==> src/rtl/cdgs_ram.sv <==
// Generic single-write, single-read RAM with registered read data.
module cdgs_ram #(
	parameter int WIDTH = 8,
	parameter int DEPTH = 256
) (
	input  logic                     clk,
	input  logic                     we,
	input  logic [$clog2(DEPTH)-1:0] waddr,
	input  logic [WIDTH-1:0]         wdata,
	input  logic                     re,
	input  logic [$clog2(DEPTH)-1:0] raddr,
	output logic [WIDTH-1:0]         rdata
);

	logic [WIDTH-1:0] mem [DEPTH];

	// Write port
	always_ff @(posedge clk) begin
		if (we) begin
			mem[waddr] <= wdata;
		end
	end

	// Registered read port
	always_ff @(posedge clk) begin
		if (re) begin
			rdata <= mem[raddr];
		end
	end

endmodule

==> config.mk <==
export PLATFORM = sky130hd
export DESIGN_NAME = cdgs_ram
export DESIGN_NICKNAME = d
export VERILOG_FILES = /design/src/rtl/cdgs_ram.sv
export SDC_FILE = /design/constraint.sdc
export NUM_CORES = 2
export LEC_CHECK = 0
export BUFFER_PORTS_ARGS = -buffer_cell sky130_fd_sc_hd__buf_2
export CAP_MARGIN = 20
export CORE_MARGIN = 3
export CORE_UTILIZATION = 50
export CTS_CLUSTER_SIZE = 16
export DETAILED_ROUTE_END_ITERATION = 12
export PLACE_DENSITY = 0.68
export SKIP_LAST_GASP = 1
export SYNTH_ARGS = -nofsm -noshare
export SYNTH_HDL_FRONTEND = slang
export SYNTH_SLANG_ARGS = --single-unit
==> constraint.sdc <==
create_clock -name clk -period 2.2 [get_ports clk]
set_input_delay 0.22 -clock clk [delete_from_list [all_inputs] [get_ports clk]]
set_output_delay 0.22 -clock clk [all_outputs]
set_load 0.02 [all_outputs]
==> flow_metrics.py <==
metrics = {
    "clock_network": {
        "root_buffer": "clkbuf_16",
        "cts_tree": "yes",
        "clockBufferDepth": 3,
        "htreeDepth": 4,
        "cts-buffers-inserted": 201,
        "clk_pin_slew_worst_paths_ns": 0.06,
        "clock-sinks": 2056,
        "insertion_delay_ns": 0.84,
    },
    "drt": {
        "vias_per_cell": 6.15,
        "ant_nets": 0,
        "drc": 0,
        "wl_per_cell_um": 29.1,
        "vias": 41300,
        "wl_um": 195000,
        "first_pass_iters": 5,
        "drt_first_iter_violations": 5462,
    },
    "global_routing": {
        "grt-ovfl-total": 0,
        "grt_max_degree": 113,
        "grt_pass1_wl_um": 287000,
        "antenna_found_initial": 11,
        "grt_pass1_vias": 41800,
        "track_usage": 0.242,
    },
    "sta": {
        "hold_ws_ns": 0.116,
        "hold_viol": 0,
        "fmax_ghz": 0.406,
        "skew_ns": 0.0405,
        "setup_slack_ns": -0.262,
        "max_slew_margin": 0.436,
        "period_share": 1.12,
        "rsz0062_at_grt": "true",
        "final.min_clock_period_ns": 2.46,
        "worst_pin_slew_ns": 0.843,
        "drv_slew": 0,
        "setup_violations": 8,
    },
    "pwr": {
        "powerDensity_nw_per_um2": 861,
        "seqPwrFrac": 0.530,
        "p_leak_uw": 0.0309,
        "switching_share": 0.211,
        "switching_power_uw": 17200,
        "p_clk_frac": 0.413,
        "p_int_uw": 64400,
        "power.total_uw": 81600,
        "p_comb_frac": 0.057,
        "ir_worst_vdd_uv": 788,
    },
    "placement": {
        "place_inst": 6320,
        "place_area_um2": 87700,
        "dpl_worst_slack_ns": -1.48,
        "place_hpwl_um": 127000,
        "port_buffers": 34,
        "place_congestion": 0.881,
    },
    "worst_hold_path": {
        "hold_class": "in2reg",
    },
    "critical_path": {
        "crit_chain": "mux4_2, mux4_2, nor2b_4, nor4_4, buf_4, nor4_2",
        "worstSetupEndpointType": "register",
        "crit_type": "reg2reg",
        "cp_common_cell": "mux4_2",
        "slowest_stage": "mux4_2",
        "setup.worst_path.start_class": "register",
        "cp_slowest_stage_delay_ns": 0.51,
        "worst_ep_required_time_ns": 2.75,
        "crit_path_max_fanout": 1,
        "worstPathArrival_ns": 3.01,
    },
    "synthesis": {
        "syn_avg_cell_area_um2": 21.3,
        "synth_edf_count": 2056,
        "synth-main-ff-cell": "edfxtp_1",
        "synth_cells": 3733,
        "synth_area_um2": 79600,
        "yosys_warnings": 0,
        "ys_seq_area_frac": 0.775,
        "netlist-cell-type-count": 54,
        "ys_seq_elements": 2056,
        "async_flop_share": 0,
        "syn_nets": 3760,
    },
    "cells_and_area": {
        "nets": 4501,
        "final_cell_count_no_fill": 6708,
        "postLayoutCellArea_um2": 94800,
        "areaGrowthSynthToFinish_pct": 19.1,
        "layout_common_cells": "edfxtp_1 (2056), buf_4 (634), mux4_2 (455)",
        "drive_gt1_frac": 0.341,
        "layout_commonest_cell": "edfxtp_1",
    },
    "outcome": {
        "violations": "negative setup slack",
        "status": "finished, violations left",
    },
    "die": {
        "start_util": 0.506,
        "ios": 35,
        "core-area_um2": 157000,
        "die_x_um": 405,
        "row_count": 145,
        "die_area_um2": 164000,
        "die_h_um": 405,
    },
    "run": {
        "max_cap_violations": 0,
    },
}
## Yosys cell counts (4+ instances only)
library cell | instances | area [um^2]
buf_12 | 8 | 160
o32ai_1 | 4 | 35.0
nor2_1 | 282 | 1060
nor2b_1 | 31 | 194
mux4_2 | 454 | 10200
nand3_1 | 34 | 170
buf_4 | 27 | 203
a22oi_1 | 133 | 998
o21ai_0 | 10 | 50.1
and2_1 | 6 | 37.5
nand2_1 | 33 | 124
o221ai_1 | 46 | 403
a21oi_1 | 96 | 480
o22a_1 | 5 | 43.8
a22o_1 | 8 | 70.1
buf_2 | 31 | 155
o211ai_1 | 10 | 75.1
o22ai_1 | 28 | 175
mux2i_1 | 134 | 1340
a221oi_1 | 13 | 114
a211oi_1 | 16 | 120
nor4_1 | 24 | 150
buf_1 | 22 | 82.6
or2_2 | 4 | 25.0
clkbuf_1 | 111 | 417
edfxtp_1 | 2056 | 61700
nor3_1 | 22 | 110
nand2b_1 | 8 | 50.1
buf_8 | 13 | 195
buf_6 | 21 | 236
nand4_1 | 10 | 62.6
## layer usage
layer,wire [um],GRT usage,vias to the layer above,share of wire
met3,19500,0.0553,359,0.10
li1,-,-,17200,-
met2,94000,0.381,2061,0.48
met1,75800,0.341,21600,0.39
met5,45,0,-,0.00023
met4,6030,0.0763,8,0.031
## path summary, 6_finish.rpt
| check | cells past startpoint | to | slack [ns] | startpoint |
|---|---|---|---|---|
| worst max-delay path | 6 | rdata[1]$_DFFE_PP_ | -0.26 | mem[85][1]$_DFFE_PP_ |
| worst min-delay path | 4 | mem[147][5]$_DFFE_PP_ | 0.12 | waddr[1] |
| worst max register to register | 6 | rdata[1]$_DFFE_PP_ | -0.26 | mem[85][1]$_DFFE_PP_ |
| worst min register to register | 8 | rdata[5]$_DFFE_PP_ | 1.20 | mem[32][5]$_DFFE_PP_ |
## sequential cells by signal (all words and copies together), names as in the netlist
register	flops
mem	2048
rdata	8
## layout make-up
type	instances	area, um^2
repair buffers	771	7000
flip-flops and latches	2056	61700
fillers	10800	62500
well taps	2058	2570
diodes	8	20.0
inverters	2	7.51
clock buffers	242	5200
multi-input cells	1442	17000
clock inverters	129	1260
## stage by stage
stage / util / setup TNS [ns]
after global placement: 0.558 / -9.62
after detailed placement: 0.558 / -8.37
after CTS: 0.602 / -1.09
after floorplan: - / -0.0270
final: 0.603 / -0.945
after global routing: 0.603 / -1.24
## power by group through the flow
stage	Combinational, uW	Clock (uW)	Sequential [uW]
3_3_place_gp	4430	0	44100
4_1_cts	4650	34200	43300
3_5_place_dp	4500	0	44100
6_report	4680	33700	43300
2_1_floorplan	2120	0	44100
5_1_grt	4930	35900	43300
## logic make-up after synthesis
| logic type | Yosys count | share of synthesized area |
|---|---|---|
| compound gates | 385 | 0.0342 |
| buf+inv | 235 | 0.0183 |
| flops | 2056 | 0.775 |
| mux | 591 | 0.146 |
| simple gates | 466 | 0.0263 |
## worst max-delay path: cells and delay by family (launching register included)
family	cells	cell delay [ns]
buffers and inverters	1	0.21
DFF	1	0.40
muxes	2	1.00
and+or+nand+nor	3	0.58
## timing repair
action | CTS | global route
endpoints found under the hold margin | 604 | 0
resized for setup | 61 | 29
hold buffers | 9 | 0
pin swaps | 31 | 20
endpoints found under the setup margin | 8 | 8
buffers inserted | 0 | 0
No activity file was read; power rests on OpenSTA's default activity.
