**config.mk**
```make
export PLATFORM = sky130hd
export DESIGN_NAME = cdgs_point
export DESIGN_NICKNAME = d
export VERILOG_FILES = /design/src/rtl/cdgs_pkg.sv /design/src/rtl/cdgs_point.sv
export SDC_FILE = /design/constraint.sdc
export NUM_CORES = 1
export LEC_CHECK = 0
export ABC_AREA = 0
export BUFFER_PORTS_ARGS = -buffer_cell sky130_fd_sc_hd__buf_2
export CAP_MARGIN = 25
export CORE_ASPECT_RATIO = 0.7
export CORE_UTILIZATION = 50
export DETAILED_ROUTE_END_ITERATION = 16
export PLACE_DENSITY = 0.93
export SETUP_SLACK_MARGIN = 0.02
export SYNTH_ARGS = -nofsm -noshare
export SYNTH_HDL_FRONTEND = slang
export SYNTH_SLANG_ARGS = --single-unit
```
**constraint.sdc**
```tcl
create_clock -name vclk -period 6.45
set_clock_uncertainty 0.05 [all_clocks]
set_input_delay 0.645 -clock vclk [all_inputs]
set_output_delay 0.645 -clock vclk [all_outputs]
set_load 0.02 [all_outputs]
```
**src/rtl/cdgs_pkg.sv**
```systemverilog
// Shared constants, codes and types of the coverage disc grid stamp.
package cdgs_pkg;

	// Grid and disc limits (MAX_SIDE is a power of two: cell address is {row, col})
	localparam int MAX_SIDE    = 256;
	localparam int MAX_RADIUS  = 63;
	localparam int SIDE_W      = $clog2(MAX_SIDE);
	localparam int ADDR_W      = 2 * SIDE_W;
	localparam int CELLS_TOTAL = MAX_SIDE * MAX_SIDE;

	// Field and register widths
	localparam int MODE_W    = 2;
	localparam int POS_W     = 10;
	localparam int RAD_W     = 6;
	localparam int GW_W      = 9;
	localparam int FILL_W    = 7;
	localparam int CNT_W     = 17;
	localparam int CFG_IDX_W = 2;
	localparam int CFG_W     = 9;

	// Sweep arithmetic widths
	localparam int RE_W    = $clog2(MAX_RADIUS + 1);
	localparam int OFF_W   = RE_W + 1;
	localparam int SQ_W    = 2 * RE_W;
	localparam int SUM_W   = SQ_W + 1;
	localparam int COORD_W = POS_W + 1;

	localparam int FILL_MAX = 100;

	// Item modes
	localparam logic [MODE_W-1:0] MODE_STAMP = 2'd0;
	localparam logic [MODE_W-1:0] MODE_CLEAR = 2'd1;
	localparam logic [MODE_W-1:0] MODE_READ  = 2'd2;

	// Register indexes
	localparam logic [CFG_IDX_W-1:0] REG_RADIUS = 2'd0;
	localparam logic [CFG_IDX_W-1:0] REG_WIDTH  = 2'd1;
	localparam logic [CFG_IDX_W-1:0] REG_HEIGHT = 2'd2;
	localparam logic [CFG_IDX_W-1:0] REG_FILL   = 2'd3;

	// Point test result from the shared unit
	typedef struct packed {
		logic              in_disc;
		logic              in_grid;
		logic [ADDR_W-1:0] addr;
	} pt_res_t;

endpackage

```
**src/rtl/cdgs_point.sv**
```systemverilog
// Shared point unit: disc and grid test, cell address, square step for the sweep.
module cdgs_point import cdgs_pkg::*; (
	input  logic signed [POS_W-1:0] pos_x,
	input  logic signed [POS_W-1:0] pos_y,
	input  logic signed [OFF_W-1:0] dx,
	input  logic signed [OFF_W-1:0] dy,
	input  logic [SQ_W-1:0]         dx2,
	input  logic [SQ_W-1:0]         dy2,
	input  logic [SQ_W-1:0]         r2,
	input  logic [GW_W-1:0]         eff_w,
	input  logic [GW_W-1:0]         eff_h,
	input  logic                    row_step,
	output pt_res_t                 pt,
	output logic [SQ_W-1:0]         sq_next
);

	logic signed [COORD_W-1:0] cx;
	logic signed [COORD_W-1:0] cy;
	logic signed [OFF_W-1:0]   d_sel;
	logic [SQ_W-1:0]           sq_sel;
	logic signed [SQ_W+1:0]    sq_sum;

	// Cell coordinates
	assign cx = COORD_W'(pos_x) + COORD_W'(dx);
	assign cy = COORD_W'(pos_y) + COORD_W'(dy);

	// Disc and grid membership
	assign pt.in_disc = (SUM_W'(dx2) + SUM_W'(dy2)) < SUM_W'(r2);
	assign pt.in_grid = !cx[COORD_W-1] && !cy[COORD_W-1]
		&& (cx[COORD_W-2:0] < (COORD_W-1)'(eff_w))
		&& (cy[COORD_W-2:0] < (COORD_W-1)'(eff_h));
	assign pt.addr = {cy[SIDE_W-1:0], cx[SIDE_W-1:0]};

	// (d+1)^2 = d^2 + 2d + 1 on the axis that steps
	assign d_sel  = row_step ? dy : dx;
	assign sq_sel = row_step ? dy2 : dx2;
	assign sq_sum = $signed({2'b00, sq_sel}) + ((SQ_W+2)'(d_sel) <<< 1) + (SQ_W+2)'(1);
	assign sq_next = sq_sum[SQ_W-1:0];

endmodule

```
==> results.sh, run 1 <==
export IMPL_outcome="complete, no violations"
export IMPL_post_route_cell_area_mm2=0.00332
export IMPL_die_x_um=89.1
export IMPL_die_area_mm2=0.00561
export IMPL_critPathSlowestCell="fa_1"
export IMPL_yosysTopAreaCellShare_pct=32.5
export IMPL_synth_fp_nets=502
export IMPL_grtUsageTotal_pct=25.4
export IMPL_hold_class="input port to output pin"
export IMPL_worst_slew_pin_transition_ns=0.484
export IMPL_worstSetupStartpointType="input port"
export IMPL_power_density_mw_per_mm2=132
export IMPL_synthTopCellsByArea="ha_1 (33%), xnor2_1 (8.6%), mux2_2 (6.8%), inv_1 (6.7%), a21oi_1 (5.1%)"
export IMPL_vdd_drop_max_mv=0.0849
export IMPL_path_common_cell="o21ai_0"
export IMPL_finalSetupViolCount=0
export IMPL_fill_cells=448
export IMPL_drive_gt1_share_pct=31.6
export IMPL_syn_avg_cell_area_um2=7.80
export IMPL_endpoint="pt[16]"
export IMPL_syn_area_mm2=0.00265
export IMPL_port_buffers=119
export IMPL_grt_max_degree=21
export IMPL_critical_path_class="input port to output pin"
export IMPL_synth_top_area_cell="ha_1"
export IMPL_hold_buffers=0
export IMPL_cts_resized=0
export IMPL_min_period_ns=4.40
export IMPL_rsz0062_at_grt="false"
export IMPL_gr_total_overflow=0
export IMPL_grt_met1_usage_pct=34.2
export IMPL_floorplan_initialDensity_pct=53.7
export IMPL_finalCritPeriodShare_pct=68.2
export IMPL_grt_pass1_wl_um=11800
export IMPL_netlist_instances=340
export IMPL_max_stage_delay_ns=0.41
export IMPL_cts_setup_buffers=0
export IMPL_register_area_um2=0
export IMPL_n_antenna_cell=0
export IMPL_slew_headroom_pct=67.8
export IMPL_grt_busiest_layer="met2"
export IMPL_boundaryPins=119
export IMPL_nClkBuffers=0
export IMPL_slew_viol_final=0
export IMPL_finalWirelength_um=7000
export IMPL_fin_nets=620
export IMPL_seq_area_frac_synth_pct=0
export IMPL_ys_types=49
export IMPL_vias=2890
export IMPL_area_growth_pct=25.2
export IMPL_leakage_uw=0.00185
export IMPL_max_freq_mhz=227
export IMPL_arrival_ns=3.71
export IMPL_grt_antenna_before_repair=0
export IMPL_grt_pass1_vias=2848
export IMPL_required_ns=5.75
export IMPL_cp_max_fo=3
export IMPL_hold_viol=0
export IMPL_drc=0
export IMPL_ant_nets=0
export IMPL_core_area_mm2=0.00494
export IMPL_crit_chain="buf_2 -> ha_1 -> fa_1 -> a21o_1 -> a21oi_1 -> o21bai_1 -> a21oi_1 -> o21ai_0 -> o21ai_0 -> xnor2_1 -> ha_1 -> nor2_1 -> o21ai_0 -> a221oi_1 -> nand3_1 -> nor4b_1 -> buf_2"
export IMPL_gp_congestion=0.878
export IMPL_cp_end_kind="output pin"
export IMPL_grt_util_met2_pct=45.0
export IMPL_dr_first_iter_drc_count=111
export IMPL_maxCapViolations=0
export IMPL_yosysWarnings=0
export IMPL_dp_hpwl_um=6170
export IMPL_finalSetupTns_ns=0
export IMPL_design_seq_count=0
export IMPL_critPathLaunch="pos_x[0]"
export IMPL_die_y_um=62.9
export IMPL_dr_pass1_iters=4
export IMPL_place_area_mm2=0.00332
export IMPL_vias_per_cell=5.50
export IMPL_wl_per_cell_um=13.3
export IMPL_rows=21
export IMPL_gr_usage_met3_pct=1.32
[report_power, final]
part           internal, uW  switching [uW]  total (uW)  leakage, uW
clock                     0               0           0            0
combinational           192             246         438      0.00185
sequential                0               0           0            0
[synth_stat cells, drive strengths merged (2+ instances only)]
library cell	n
nor4	3
mux2i	2
a211oi	8
xnor2	26
nand4	5
o21bai	5
inv	47
xor2	5
ha	69
a311oi	2
or2	3
nand2	9
buf	2
nor2b	6
nor3	4
and3	2
nand3	8
fa	4
o2111ai	4
nand2b	5
o31ai	3
a21o	16
a21boi	2
a21oi	28
o21a	5
nor2	16
mux2	16
a41o	2
o21ai	18
or3	2
[through the flow]
stage | instances | total power, uW | hold slack (ns) | utilization, % | setup WS [ns]
floorplan | 340 | 308 | 1.45 | - | 1.97
global placement | 525 | 420 | 1.60 | 67.2 | 2.13
detailed placement | 525 | 433 | 1.60 | 67.2 | 2.07
CTS | 525 | 436 | 1.60 | 67.2 | 2.04
global route | 525 | 489 | 1.63 | 67.2 | 1.86
finish | 525 | 438 | 1.60 | 67.2 | 2.05
[area by class of cell]
cell class,instances,area (um^2),area share [%]
inverters,47,176,5.31
multi-input cells,290,2460,74.2
well taps,69,86.3,2.60
repair buffers,119,596,17.9
[cells by family after synthesis]
group | count (synthesis) | share of synthesized area, %
simple gates | 67 | 13.3
compound gates | 101 | 26.2
mux | 18 | 7.55
fa+ha+maj | 73 | 35.6
buf+inv | 50 | 7.12
xor+xnor | 31 | 10.2
[cells in the final DEF, fill, tap and decap left out, drive strengths merged, types with 6 or more instances in the layout]
cell,instances
buf,119
ha,69
inv,47
a21oi,28
xnor2,26
o21ai,18
a21o,16
nor2,16
mux2,16
nand2,9
a211oi,8
nand3,8
nor2b,6
[critical path, delay by kind of cell]
family,cells,cell delay (ns)
AO/OA/AOI/OAI,8,1.33
adder cells (fa/ha/maj),3,0.83
AND/OR/NAND/NOR,3,0.50
XOR/XNOR,1,0.10
buffers and inverters,2,0.31
[worst min-delay path by stage]
stage,from,cells past startpoint,endpoint
floorplan,dx[0],1,pt[0]
global placement,pos_y[0],3,pt[8]
detailed placement,pos_x[0],3,pt[0]
CTS,pos_y[0],3,pt[8]
global route,pos_x[0],3,pt[0]
finish,pos_y[0],3,pt[8]
[routing by layer]
metal | part of all wire, % | vias up
met5 | 0 | -
met4 | 1.4 | 0
met3 | 6.7 | 12
met2 | 45 | 99
met1 | 47 | 1301
li1 | - | 1478
No activity file was read; power rests on OpenSTA's default activity.
==> run 2, diff against run 1 <==
CORE_UTILIZATION = 46   (was 50)
PLACE_DENSITY = 0.91   (was 0.93)
clock period = 4 ns   (was 6.45 ns; I/O delays follow)
==> run 2 against run 1 <==
- core utilization is 4.8 points lower
- total power is 64% higher
- largest power group unchanged
- combinational power is 64% higher
==> results.sh, run 2 (synthesis gave the netlist of run 1 again) <==
export IMPL_dr_first_iter_drc_count=82
export IMPL_min_period_ns=3.80
export IMPL_crit_chain="buf_2 -> ha_1 -> inv_1 -> fa_1 -> nor2b_1 -> o31a_1 -> o21ai_1 -> a21boi_2 -> o21a_1 -> nor2_1 -> xnor2_1 -> ha_1 -> nor2_1 -> o21ai_0 -> a221oi_1 -> nand3_1 -> nor4b_2 -> buf_2"
export IMPL_worstSetupStartpointType="input port"
export IMPL_rsz0062_at_grt="false"
export IMPL_finalSetupTns_ns=0
export IMPL_worstHoldPathCells=3
export IMPL_fill_cells=492
export IMPL_gp_congestion=0.853
export IMPL_design_seq_count=0
export IMPL_gr_total_overflow=0
export IMPL_rows=22
export IMPL_register_area_um2=0
export IMPL_nClkBuffers=0
export IMPL_crit_family="compound AO/OA/AOI/OAI gates"
export IMPL_cp_end_kind="output pin"
export IMPL_vias=2892
export IMPL_port_buffers=119
export IMPL_drc=0
export IMPL_hold_buffers=0
export IMPL_area_growth_pct=27.0
export IMPL_fin_util_pct=62.4
export IMPL_wl_per_cell_um=13.7
export IMPL_die_x_um=92.8
export IMPL_required_ns=3.55
export IMPL_final_common_cell="buf_2"
export IMPL_outcome="complete, no violations"
export IMPL_hold_viol=0
export IMPL_arrival_ns=3.35
export IMPL_n_antenna_cell=0
export IMPL_finalSetupViolCount=0
export IMPL_critPathSlowestCell="fa_1"
export IMPL_ant_nets=0
export IMPL_vdd_drop_max_mv=0.135
export IMPL_worst_slew_pin_transition_ns=0.425
export IMPL_leakage_uw=0.00186
export IMPL_drive_gt1_share_pct=33.1
export IMPL_vias_per_cell=5.45
export IMPL_core_area_mm2=0.00540
export IMPL_final_cell_mix="buf_2 (119), ha_1 (69), inv_1 (47), xnor2_1 (26), a21oi_1 (25)"
export IMPL_slew_viol_final=0
export IMPL_grt_pass1_wl_um=12200
export IMPL_floorplan_initialDensity_pct=49.2
export IMPL_finalCritPeriodShare_pct=95.1
export IMPL_min_from="pos_y[0]"
export IMPL_slew_headroom_pct=71.5
export IMPL_die_y_um=65.5
export IMPL_path_buf_inv=3
export IMPL_grt_antenna_before_repair=0
export IMPL_grtUsageTotal_pct=24.1
export IMPL_cp_max_fo=3
export IMPL_fin_nets=623
export IMPL_boundaryPins=119
export IMPL_power_density_mw_per_mm2=214
export IMPL_grt_max_degree=12
export IMPL_finalWirelength_um=7300
export IMPL_die_area_mm2=0.00608
export IMPL_max_stage_delay_ns=0.40
export IMPL_hold_class="input port to output pin"
export IMPL_max_freq_mhz=263
export IMPL_critical_path_class="input port to output pin"
export IMPL_maxCapViolations=0
export IMPL_min_to="pt[8]"
export IMPL_dp_hpwl_um=6470
export IMPL_dr_pass1_iters=4
export IMPL_grt_pass1_vias=2848
[run 2: worst max-delay path by stage]
stage             start  endpoint  slack [ns]  cells after the start
2_1_floorplan  pos_x[0]    pt[16]        0.27                     13
3_3_place_gp   pos_x[0]    pt[16]        0.21                     17
3_5_place_dp   pos_x[0]    pt[16]        0.04                     17
4_1_cts        pos_x[0]    pt[16]        0.02                     17
5_1_grt           dy[0]    pt[16]        0.01                     18
6_report          dy[0]    pt[16]        0.20                     18
[run 2: repair_timing]
| action | in CTS | in global routing |
|---|---|---|
| endpoints found under the setup margin | 0 | 1 |
| gates resized for setup | 0 | 4 |
| setup buffers | 0 | 2 |
[run 2: cell type report]
cell class / count / area [um^2] / area share [%]
inverters: 47 / 176 / 5.24
well taps: 72 / 90.1 / 2.67
multi-input cells: 290 / 2480 / 73.7
repair buffers: 122 / 618 / 18.4
[run 2: report_power, final]
| part | switching [uW] | internal [uW] | leakage [uW] |
|---|---|---|---|
| clock network | 0 | 0 | 0 |
| registers | 0 | 0 | 0 |
| logic | 405 | 315 | 0.00186 |
[run 2: routing by layer]
| layer | wire length (um) | GRT usage (%) | up-vias |
|---|---|---|---|
| met5 | 0 | 0 | - |
| met4 | 124 | 4.62 | 0 |
| met3 | 393 | 0.694 | 14 |
| met2 | 3310 | 44.4 | 99 |
| met1 | 3470 | 31.6 | 1290 |
| li1 | - | - | 1489 |
[run 2: per-stage QoR]
| stage | power, uW | hold slack [ns] | std cells | cell area (um^2) | setup slack, ns |
|---|---|---|---|---|---|
| floorplan | 498 | 0.958 | 340 | 2660 | 0.265 |
| global placement | 680 | 1.11 | 529 | 3340 | 0.207 |
| detailed placement | 708 | 1.12 | 529 | 3340 | 0.0438 |
| CTS | 713 | 1.12 | 529 | 3340 | 0.0232 |
| global route | 798 | 1.15 | 531 | 3370 | 0.0118 |
| finish | 720 | 1.12 | 531 | 3370 | 0.197 |
==> run 3, diff against run 2 <==
CORE_UTILIZATION = 50   (was 46)
PLACE_DENSITY = 0.93   (was 0.91)
clock period = 3.9 ns   (was 4 ns; I/O delays follow)
==> run 3 against run 2 <==
- critical path depth is 1 lower
- total power is 1.7% higher
- die area is 7.8% lower
- global-route usage is 0.62 points higher
- final cell count is 0.75% lower
- sequential cell count stayed put
- first-iteration DRC count is 12% higher
- hold slack worse by 0.022 ns
- count of clock-buffer cells in the layout stayed put
- sequential share of layout area stayed put
- critical endpoint unchanged
- highest routed layer unchanged
==> results.sh, run 3 (synthesis gave the netlist of run 1 again) <==
export IMPL_outcome="complete, no violations"
export IMPL_floorplan_initialDensity_pct=53.7
export IMPL_grtUsageTotal_pct=24.8
export IMPL_finalSetupTns_ns=0
export IMPL_min_period_ns=3.68
export IMPL_gr_total_overflow=0
export IMPL_dr_pass1_iters=4
export IMPL_gp_congestion=0.882
export IMPL_arrival_ns=3.24
export IMPL_hold_class="input port to output pin"
export IMPL_drive_gt1_share_pct=33.0
export IMPL_grt_max_degree=13
export IMPL_worst_slew_pin_transition_ns=0.410
export IMPL_final_common_cell="buf_2"
export IMPL_hold_viol=0
export IMPL_dp_hpwl_um=6090
export IMPL_finalWirelength_um=6980
export IMPL_rsz0062_at_grt="false"
export IMPL_grt_antenna_before_repair=0
export IMPL_ant_nets=0
export IMPL_grt_pass1_wl_um=11500
export IMPL_required_ns=3.46
export IMPL_rows=21
export IMPL_critPathSlowestCell="fa_1"
export IMPL_n_antenna_cell=0
export IMPL_cp_max_fo=3
export IMPL_max_stage_delay_ns=0.40
export IMPL_max_freq_mhz=272
export IMPL_crit_chain="buf_2 -> ha_1 -> fa_1 -> a21o_1 -> a21oi_2 -> o21bai_1 -> a21oi_2 -> o21ai_0 -> o21ai_1 -> xnor2_1 -> ha_1 -> nor2_1 -> o21ai_0 -> a221oi_1 -> nand3_1 -> nor4b_2 -> buf_2"
export IMPL_register_area_um2=0
export IMPL_core_area_mm2=0.00494
export IMPL_vdd_drop_max_mv=0.149
export IMPL_slew_viol_final=0
export IMPL_die_x_um=89.1
export IMPL_area_growth_pct=26.6
export IMPL_cp_end_kind="output pin"
export IMPL_drc=0
export IMPL_wl_per_cell_um=13.2
export IMPL_finalCritPeriodShare_pct=94.3
export IMPL_dr_first_iter_drc_count=92
export IMPL_port_buffers=119
export IMPL_grt_pass1_vias=2801
export IMPL_die_area_mm2=0.00561
export IMPL_vias=2881
export IMPL_maxCapViolations=0
export IMPL_p_total_uw=731
export IMPL_hold_buffers=0
export IMPL_critical_path_class="input port to output pin"
export IMPL_power_density_mw_per_mm2=218
export IMPL_nClkBuffers=0
export IMPL_finalSetupViolCount=0
export IMPL_design_seq_count=0
export IMPL_boundaryPins=119
export IMPL_leakage_uw=0.00186
export IMPL_final_cell_mix="buf_2 (119), ha_1 (69), inv_1 (47), xnor2_1 (26), a21oi_1 (25)"
export IMPL_vias_per_cell=5.47
export IMPL_worstSetupStartpointType="input port"
export IMPL_die_y_um=62.9
export IMPL_fin_nets=622
export IMPL_slew_headroom_pct=72.5
[run 3: per-layer routing]
layer | vias to the layer above | global-route usage (%) | part of all wire (%)
li1 | 1483 | - | -
met1 | 1300 | 33.8 | 49
met2 | 94 | 44.4 | 45
met3 | 4 | 0.661 | 5.2
met4 | 0 | 2.38 | 0.42
met5 | - | 0 | 0
[run 3: what timing repair did]
item,in CTS,in global routing
gates resized for setup,1,4
setup endpoints to repair,1,1
setup buffers,0,1
pin swaps,0,3
[run 3: where the power goes]
group	switching, uW	internal, uW	total [uW]
registers	0	0	0
logic	410	321	731
clock network	0	0	0
total	410	321	731
[run 3: worst paths after layout]
| check | from | endpoint | slack, ns | cells past startpoint |
|---|---|---|---|---|
| setup / recovery | pos_x[0] | pt[16] | 0.22 | 17 |
| hold / removal | pos_x[0] | pt[0] | 1.10 | 3 |
[run 3: through the flow]
step	cells	hold WS (ns)	instance area, um^2	setup WS, ns	util, %
floorplan	340	0.938	2660	0.185	-
global placement	526	1.09	3340	0.122	67.5
detailed placement	526	1.10	3340	0.0230	67.5
CTS	526	1.10	3340	0.0702	67.6
global route	527	1.12	3360	0.0230	68.0
finish	527	1.10	3360	0.221	68.0
[run 3: worst max-delay path, delay by kind of cell]
| kind | cells | cell delay, ns |
|---|---|---|
| compound gates | 8 | 1.17 |
| fa+ha+maj | 3 | 0.80 |
| simple gates | 3 | 0.48 |
| buf+inv | 2 | 0.30 |
| xor+xnor | 1 | 0.09 |
[run 3: final cells by class]
class	instances	area [um^2]
inverter	47	176
fill	432	1580
multi-input combinational	290	2480
timing repair buffer	121	611
tap	69	86.3
